**src/design/rtgi_pkg.sv**
```systemverilog
// Shared constants for the rotor thrust gain interpolator: grid sizes, index widths,
// Q16.16 gain limits, command and register codes, and divider widths.
// Used by rtgi_div and rotor_thrust_gain_interpolator; depends on nothing.
package rtgi_pkg;

  localparam int HEIGHT_POINTS = 8;
  localparam int SPEED_POINTS  = 8;
  localparam int TABLE_SIZE    = HEIGHT_POINTS * SPEED_POINTS;
  localparam int HIDX_W        = $clog2(HEIGHT_POINTS);
  localparam int SIDX_W        = $clog2(SPEED_POINTS);
  localparam int TIDX_W        = $clog2(TABLE_SIZE);
  localparam int MAX_POINTS    = (HEIGHT_POINTS > SPEED_POINTS) ? HEIGHT_POINTS : SPEED_POINTS;
  localparam int SCAN_W        = $clog2(MAX_POINTS + 1);

  // Q16.16 constants.
  localparam logic [17:0] Q_ONE   = 18'd65536;
  localparam logic [17:0] G_MIN   = 18'd58982;
  localparam logic [17:0] G_MAX   = 18'd91750;
  localparam logic [17:0] G_WATER = 18'd45875;
  localparam logic [30:0] W_LIM   = 31'd1073741824;

  // Commands carried in tuser of the input word.
  localparam logic [2:0] CMD_LOAD_HEIGHT = 3'd0;
  localparam logic [2:0] CMD_LOAD_SPEED  = 3'd1;
  localparam logic [2:0] CMD_LOAD_THRUST = 3'd2;
  localparam logic [2:0] CMD_LOAD_TORQUE = 3'd3;
  localparam logic [2:0] CMD_COMPUTE     = 3'd4;

  // Configuration register indexes.
  localparam logic [2:0] REG_BLADE_RADIUS    = 3'd0;
  localparam logic [2:0] REG_MAX_ROTOR_SPEED = 3'd1;
  localparam logic [2:0] REG_THRUST_CONSTANT = 3'd2;
  localparam logic [2:0] REG_TORQUE_CONSTANT = 3'd3;
  localparam logic [2:0] REG_SPIN_DIRECTION  = 3'd4;
  localparam logic [2:0] REG_SLOWDOWN_FACTOR = 3'd5;
  localparam logic [2:0] REG_TABLE_VALID     = 3'd6;

  // Divider operand widths.
  localparam int DIV_NUM_W = 48;
  localparam int DIV_DEN_W = 33;
  localparam int DIV_CNT_W = $clog2(DIV_NUM_W + 1);

  localparam int IN_TDATA_W  = 104;
  localparam int OUT_TDATA_W = 104;

endpackage

```
**src/design/rtgi_div.sv**
```systemverilog
// Radix-2 restoring unsigned divider, one quotient bit per cycle.
// Depends on rtgi_pkg for operand widths.
module rtgi_div (
  input  logic                             clk,
  input  logic                             rst,
  input  logic                             start,
  input  logic [rtgi_pkg::DIV_NUM_W-1:0]   num,
  input  logic [rtgi_pkg::DIV_DEN_W-1:0]   den,
  output logic                             busy,
  output logic                             done,
  output logic [rtgi_pkg::DIV_NUM_W-1:0]   quot
);

  logic [rtgi_pkg::DIV_CNT_W-1:0] cnt;
  logic [rtgi_pkg::DIV_DEN_W-1:0] den_r;
  logic [rtgi_pkg::DIV_DEN_W-1:0] rem;
  logic [rtgi_pkg::DIV_DEN_W:0]   shifted;
  logic [rtgi_pkg::DIV_DEN_W+1:0] trial;
  logic                           fits;

  assign shifted = {rem, quot[rtgi_pkg::DIV_NUM_W-1]};
  assign trial   = {1'b0, shifted} - {2'b00, den_r};
  assign fits    = !trial[rtgi_pkg::DIV_DEN_W+1];

  always_ff @(posedge clk) begin
    if (rst) begin
      busy <= 1'b0;
      done <= 1'b0;
    end else begin
      done <= 1'b0;
      if (start) begin
        busy <= 1'b1;
      end else if (busy && cnt == rtgi_pkg::DIV_CNT_W'(1)) begin
        busy <= 1'b0;
        done <= 1'b1;
      end
    end
  end

  always_ff @(posedge clk) begin
    if (start) begin
      cnt   <= rtgi_pkg::DIV_CNT_W'(rtgi_pkg::DIV_NUM_W);
      quot  <= num;
      rem   <= '0;
      den_r <= den;
    end else if (busy) begin
      cnt  <= cnt - rtgi_pkg::DIV_CNT_W'(1);
      rem  <= fits ? trial[rtgi_pkg::DIV_DEN_W-1:0] : shifted[rtgi_pkg::DIV_DEN_W-1:0];
      quot <= {quot[rtgi_pkg::DIV_NUM_W-2:0], fits};
    end
  end

endmodule
```
**config.mk**
```make
export PLATFORM = sky130hd
export DESIGN_NAME = rtgi_div
export DESIGN_NICKNAME = d
export VERILOG_FILES = /design/src/design/rtgi_pkg.sv /design/src/design/rtgi_div.sv
export SDC_FILE = /design/constraint.sdc
export NUM_CORES = 1
export LEC_CHECK = 0
export BUFFER_PORTS_ARGS = -buffer_cell sky130_fd_sc_hd__buf_2
export CAP_MARGIN = 10
export CORE_MARGIN = 2
export CORE_UTILIZATION = 28
export CTS_BUF_LIST = sky130_fd_sc_hd__clkbuf_4 sky130_fd_sc_hd__clkbuf_8 sky130_fd_sc_hd__clkbuf_16
export CTS_CLUSTER_DIAMETER = 40
export DETAILED_ROUTE_END_ITERATION = 8
export PLACE_DENSITY = 0.42
export REMOVE_ABC_BUFFERS = 1
export SYNTH_ARGS = -nofsm -noshare
export SYNTH_HDL_FRONTEND = slang
export SYNTH_SLANG_ARGS = --single-unit
```
**constraint.sdc**
```tcl
create_clock -name clk -period 5.8 [get_ports clk]
set_input_delay 0.29 -clock clk [delete_from_list [all_inputs] [get_ports clk]]
set_output_delay 0.29 -clock clk [all_outputs]
set_load 0.05 [all_outputs]
```
==> flow_metrics.env, run 1 <==
export IMPL_wl_um=16700
export IMPL_path_class="flop to flop"
export IMPL_gp_congestion=0.823
export IMPL_drt_iter0_drc=207
export IMPL_ctsResizeCount=0
export IMPL_avgRoutedWirePerCell_um=15.4
export IMPL_clk_latency_ns=0.43
export IMPL_drc=0
export IMPL_synth_distinct_cells=60
export IMPL_slowest_delay_ns=0.58
export IMPL_dpl_cell_count=1049
export IMPL_ant_nets=0
export IMPL_cts_buffer_depth=2
export IMPL_rsz0062_at_grt="false"
export IMPL_grt_pass1_vias=5279
export IMPL_multi_input_area_um2=3190
export IMPL_fin_worst_skew_ns=0.0138
export IMPL_synth_xor_area_share_pct=4.17
export IMPL_peakVddDrop_v=0.000190
export IMPL_final_cells=1083
export IMPL_grt_max_degree=52
export IMPL_status="finished clean"
export IMPL_maxCapViolCount=0
export IMPL_grt_pass1_wl_um=27300
export IMPL_crit_end="rem[0]$_SDFFE_PP0P_"
export IMPL_startpoint_type="flop"
export IMPL_nets=870
export IMPL_htree_num_levels=4
export IMPL_finalHoldViolations=0
export IMPL_yosys_area_top_type="edfxtp_1"
export IMPL_dp_hpwl_um=11800
export IMPL_path_cells="inv_1 > ha_1 > inv_1 > fa_1 > a21o_1 > a221o_1 > a221oi_4 > o2111ai_2 > a41oi_4 > o21a_1 > buf_4 > nor2_1 > a21oi_2 > a211oi_2"
export IMPL_synth_edff_count=81
export IMPL_start_util_pct=28.6
export IMPL_grt_util_all_layers_pct=13.5
export IMPL_synth_compound_area_share_pct=16.4
export IMPL_postCtsHoldBufs=0
export IMPL_hold_slack_ns=0.0320
export IMPL_die_height_um=159
export IMPL_cts_setup_buffers=0
export IMPL_cp_arrival_ns=4.34
export IMPL_setup_tns_ns=0
export IMPL_r2r_end="rem[0]$_SDFFE_PP0P_"
export IMPL_drt_vias_per_instance=4.71
export IMPL_ys_warn_count=0
export IMPL_max_slew_margin_pct=24.0
export IMPL_hold_class="primary input to flop"
export IMPL_synth_area_per_cell_um2=10.9
export IMPL_worstSetupPathDepth=14
export IMPL_synth_seq_cells=122
export IMPL_synth_fa_ha_area_share_pct=6.81
export IMPL_period_minus_slack_ns=4.07
export IMPL_critPathBufInv=3
export IMPL_ios=134
export IMPL_synth_top_family_by_area="compound AO/OA/AOI/OAI gates"
export IMPL_synth_cells=618
export IMPL_synthSimpleGateAreaFrac_pct=11.5
export IMPL_cts_tree="built"
export IMPL_async_reset_ff_share_pct=0
export IMPL_worstMarginPinSlew_ns=1.14
export IMPL_r2r_slack_ns=1.73
export IMPL_p_leak_uw=0.00346
export IMPL_rows=56
export IMPL_syn_area_um2=6730
export IMPL_ys_flop_type="edfxtp_1"
export IMPL_synthMostInstantiatedCell="edfxtp_1"
export IMPL_core_area_um2=23500
export IMPL_synthTopCellsByCount="edfxtp_1 (81), nand2_1 (55), mux2_2 (49)"
export IMPL_cp_slowest_cell="o21a_1"
export IMPL_num_vias=5098
export IMPL_p_per_area_nw_per_um2=327
export IMPL_synthDominantCellAreaShare_pct=36.1
export IMPL_fill_cells=2446
export IMPL_ys_top_cells_by_area="edfxtp_1 (36%), dfxtp_1 (12%), mux2_2 (8.2%)"
export IMPL_synth_mux_area_share_pct=8.50
export IMPL_achievable_frequency_ghz=0.246
export IMPL_dieWidth_um=159
export IMPL_regArea_um2=3250
export IMPL_syn2layout_area_growth_pct=23.8
export IMPL_die_area_um2=25300
export IMPL_cp_required_ns=6.07
export IMPL_path_delay_family="compound AO/OA/AOI/OAI gates"
export IMPL_cts_sinks=122
export IMPL_ys_seq_area_share_pct=48.3
export IMPL_clockRootBuffer="clkbuf_16"
export IMPL_overflow=0
export IMPL_io_buffers=133
export IMPL_cts_made_buffers=17
export IMPL_startpoint="quot[47]$_DFFE_PP_"
export IMPL_setup_viol=0
export IMPL_finalMaxSlewViolations=0
export IMPL_drive_above_1_share_pct=34.1
export IMPL_endpoint_kind="flop"
export IMPL_crit_fanout=23
export IMPL_drt_pass1_iter_count=4
export IMPL_clk_pin_slew_worst_paths_ns=0.06
export IMPL_worstReg2RegStart="quot[47]$_DFFE_PP_"
export IMPL_rr_worst_depth=14
export IMPL_period_share_pct=70.1
export IMPL_antenna_found_initial=1
export IMPL_crit_top_cell="inv_1"
sequential cells by signal (all words and copies together), names as in the netlist:
name / flops
busy: 1
den_r: 33
done: 1
rem: 33
quot: 48
cnt: 6
layout make-up:
type	instances	share of cell area, %
diodes	1	0.0300
multi-input cells	428	38.2
repair buffers	139	8.60
flip-flops and latches	122	39.1
inverters	42	1.89
clock buffers	18	5.20
well taps	319	4.79
clock inverters	14	2.18
routing by layer:
metal | up-vias | global-route usage (%) | part of all wire [%]
li1 | 2528 | - | -
met1 | 2408 | 17.1 | 46
met2 | 145 | 21.0 | 44
met3 | 17 | 5.37 | 8.3
met4 | 0 | 4.46 | 1.5
met5 | - | 0 | 0
stage by stage:
step,cell area [µm²],setup slack [ns],utilization (%),power [µW]
global route,8330,1.45,35.4,2850
floorplan,6600,1.74,-,1460
global placement,7700,1.90,32.7,1610
finish,8330,1.73,35.4,2720
detailed placement,7700,1.70,32.7,1610
CTS,8320,1.69,35.3,2760
how the worst min path moves through the flow:
stage,from,to,slack [ns],cells after the start
3_3_place_gp,rst,busy$_SDFFE_PP0P_,0.46,2
2_1_floorplan,start,rem[0]$_SDFFE_PP0P_,0.35,1
4_1_cts,den[18],den_r[18]$_DFFE_PP_,0.02,1
3_5_place_dp,rem[26]$_SDFFE_PP0P_,rem[26]$_SDFFE_PP0P_,0.47,2
5_1_grt,den[18],den_r[18]$_DFFE_PP_,0.02,1
6_report,rst,busy$_SDFFE_PP0P_,0.03,2
cell families after synthesis:
group / count (synthesis)
mux: 51
compound gates: 142
xor+xnor: 32
fa+ha+maj: 36
buf+inv: 68
simple gates: 167
flops: 122
layout by cell type, fill, tap and decap left out, types with 7 or more instances in the layout:
master     count
a211oi_1       7
a21o_1        15
a21oi_1       33
a311oi_2      15
buf_2        132
clkbuf_16     17
dfxtp_1       40
edfxtp_1      81
ha_1          35
inv_1         41
inv_6          7
mux2_2        49
nand2_1       55
nand2_2       15
nand2b_1      10
nand3_1       11
nor2_1        48
o21ai_0       14
o21ai_1       10
xnor2_1       21
xor2_1        11
report_power, final:
| group | switching, µW | internal (µW) | total (µW) |
|---|---|---|---|
| Clock | 442 | 691 | 1130 |
| Sequential | 39.6 | 1010 | 1050 |
| Combinational | 347 | 190 | 536 |
| Total | 828 | 1890 | 2720 |
Note: power is estimated with default switching activity, not from simulation.
==> run 2, diff against run 1 <==
- ABC_AREA: not set -> 1
- clock period: 5.8 -> 3.9 ns (I/O delays scaled with it)
==> run 2 against run 1 <==
Power increased by 39%; critical path depth shrank 1; clock skew fell by 0.0050 ns; highest routed layer unchanged; worst setup slack got worse by 0.65 ns; cell area increased by 16%; largest cell class is now multi-input combinational cells; clock power is 48% higher; die area up 15%; flip-flop and latch count stayed put; register-to-register slack lost 0.65 ns.
==> flow_metrics.env, run 2 <==
export IMPL_status="finished clean"
export IMPL_multi_input_area_um2=3650
export IMPL_ys_seq_area_share_pct=42.0
export IMPL_async_reset_ff_share_pct=0
export IMPL_period_minus_slack_ns=2.82
export IMPL_cp_required_ns=4.25
export IMPL_io_buffers=133
export IMPL_ctsResizeCount=0
export IMPL_finalHoldViolations=0
export IMPL_htree_num_levels=4
export IMPL_synthTopCellsByCount="nand2_1 (456), inv_1 (179), nand3_1 (82)"
export IMPL_dp_hpwl_um=15700
export IMPL_r2r_slack_ns=1.08
export IMPL_wl_um=21900
export IMPL_cts_buffer_depth=2
export IMPL_hold_depth=3
export IMPL_synth_edff_count=81
export IMPL_drc=0
export IMPL_period_share_pct=72.3
export IMPL_worstReg2RegStart="quot[47]$_DFFE_PP_"
export IMPL_die_height_um=170
export IMPL_max_slew_margin_pct=42.0
export IMPL_ys_flop_type="edfxtp_1"
export IMPL_grt_pass1_vias=6847
export IMPL_hold_end="quot[28]$_DFFE_PP_"
export IMPL_rr_worst_depth=13
export IMPL_gp_congestion=0.857
export IMPL_diodes=0
export IMPL_final_common_cell="nand2_1"
export IMPL_startpoint="quot[47]$_DFFE_PP_"
export IMPL_clockRootBuffer="clkbuf_16"
export IMPL_grt_util_all_layers_pct=15.9
export IMPL_nets=1370
export IMPL_endpoint_kind="flop"
export IMPL_avgRoutedWirePerCell_um=13.7
export IMPL_syn_area_um2=7740
export IMPL_achievable_frequency_ghz=0.354
export IMPL_crit_fanout=36
export IMPL_ant_nets=0
export IMPL_rows=60
export IMPL_regArea_um2=3250
export IMPL_cts_made_buffers=17
export IMPL_syn2layout_area_growth_pct=24.8
export IMPL_path_class="flop to flop"
export IMPL_peakVddDrop_v=0.000281
export IMPL_fin_worst_skew_ns=0.00882
export IMPL_die_area_um2=29000
export IMPL_cts_sinks=122
export IMPL_finalMaxSlewViolations=0
export IMPL_maxCapViolCount=0
export IMPL_hold_start="num[28]"
export IMPL_drt_vias_per_instance=4.32
export IMPL_dieWidth_um=170
export IMPL_setup_viol=0
export IMPL_synthMostInstantiatedCell="nand2_1"
export IMPL_cts_tree="built"
export IMPL_total_power_uw=3790
export IMPL_worstMarginPinSlew_ns=0.870
export IMPL_synth_area_per_cell_um2=7.13
export IMPL_synth_distinct_cells=37
export IMPL_hold_class="primary input to flop"
export IMPL_p_leak_uw=0.00510
export IMPL_synth_seq_cells=122
export IMPL_grt_pass1_wl_um=36000
export IMPL_yosys_area_top_type="edfxtp_1"
export IMPL_drt_iter0_drc=343
export IMPL_clk_latency_ns=0.43
export IMPL_rsz0062_at_grt="false"
export IMPL_ys_warn_count=0
export IMPL_drt_pass1_iter_count=5
export IMPL_drive_above_1_share_pct=16.7
export IMPL_synth_cells=1086
export IMPL_p_per_area_nw_per_um2=393
export IMPL_startpoint_type="flop"
export IMPL_antenna_found_initial=0
export IMPL_ios=134
export IMPL_regMostFlops="quot"
export IMPL_setup_tns_ns=0
export IMPL_r2r_end="rem[7]$_SDFFE_PP0P_"
export IMPL_num_vias=6923
export IMPL_synthDominantCellAreaShare_pct=31.4
export IMPL_overflow=0
export IMPL_clk_pin_slew_worst_paths_ns=0.07
export IMPL_core_area_um2=27000
export IMPL_largest_reg_flops=48
export IMPL_layout_common_cells="nand2_1 (456), inv_1 (178), buf_2 (132), nand3_1 (82), edfxtp_1 (81)"
export IMPL_grt_max_degree=67
export IMPL_largestRegisters="quot (48), den_r (33), rem (33)"
export IMPL_start_util_pct=28.7
export IMPL_fill_cells=2956
export IMPL_cp_arrival_ns=3.18
export IMPL_ys_top_cells_by_area="edfxtp_1 (31%), nand2_1 (22%), dfxtp_1 (11%)"
[run 2: layer usage]
| layer | vias to the layer above | global-route usage (%) | share of wire, % |
|---|---|---|---|
| met2 | 153 | 25.4 | 44 |
| met3 | 11 | 4.74 | 6.3 |
| met4 | 0 | 3.34 | 0.63 |
| li1 | 3699 | - | - |
| met5 | - | 0 | 0 |
| met1 | 3060 | 21.2 | 49 |
[run 2: worst max path at each step]
stage,end,depth (start not counted)
floorplan,quot[0]$_DFFE_PP_,2
global placement,rem[7]$_SDFFE_PP0P_,13
detailed placement,rem[7]$_SDFFE_PP0P_,13
CTS,rem[7]$_SDFFE_PP0P_,13
global route,rem[13]$_SDFFE_PP0P_,13
finish,rem[7]$_SDFFE_PP0P_,13
[run 2: cell type report]
type / count / share of cell area (%)
Clock buffer: 17 / 4.40
Multi-Input combinational cell: 753 / 37.8
Timing Repair Buffer: 171 / 10.7
Inverter: 185 / 7.19
Tap cell: 341 / 4.42
Sequential cell: 122 / 33.7
Clock inverter: 15 / 1.79
[run 2: where the power goes]
| group | internal [µW] | leakage (µW) | total, µW | switching (µW) |
|---|---|---|---|---|
| clock network | 919 | 0.000290 | 1670 | 747 |
| logic | 177 | 0.00367 | 602 | 425 |
| registers | 1480 | 0.00115 | 1530 | 41.9 |
| total | 2580 | 0.00510 | 3790 | 1210 |
[run 2: kinds of logic (layout without fill, tap and decap cells)]
group	after synthesis	in the layout	synth area share (%)
compound gates	45	45	3.23
flops	122	122	42.0
simple gates	656	656	36.2
xor+xnor	16	16	1.81
fa+ha+maj	36	36	5.91
buf+inv	211	388	10.9
[run 2: repair_timing]
item | in CTS | in global routing
endpoints found under the hold margin | 35 | 0
hold buffers | 34 | 0
setup buffers | 0 | 0
[run 2: metrics by stage]
stage          utilization (%)  cells  instance area [µm²]  hold slack (ns)  setup slack (ns)
2_1_floorplan                -   1060                 7600            0.264              1.15
3_3_place_gp              32.3   1538                 8720            0.372              1.06
4_1_cts                   35.8   1604                 9660         0.000453              1.05
3_5_place_dp              32.3   1538                 8720            0.373              1.06
5_1_grt                   35.8   1604                 9660           0.0129             0.878
6_report                  35.8   1604                 9660           0.0250              1.08
[run 2: worst max-delay path: stages (launching register included)]
cell and delay [ns]:
edfxtp_1 0.38, inv_1 0.09, ha_1 0.14, inv_1 0.07, fa_1 0.45, nand3_2 0.13, nand3_4 0.13, nand2_2 0.12
nand2_4 0.07, nand2_4 0.38, nand2_4 0.41, nand2_2 0.14, nand3_1 0.10, o21ai_1 0.11
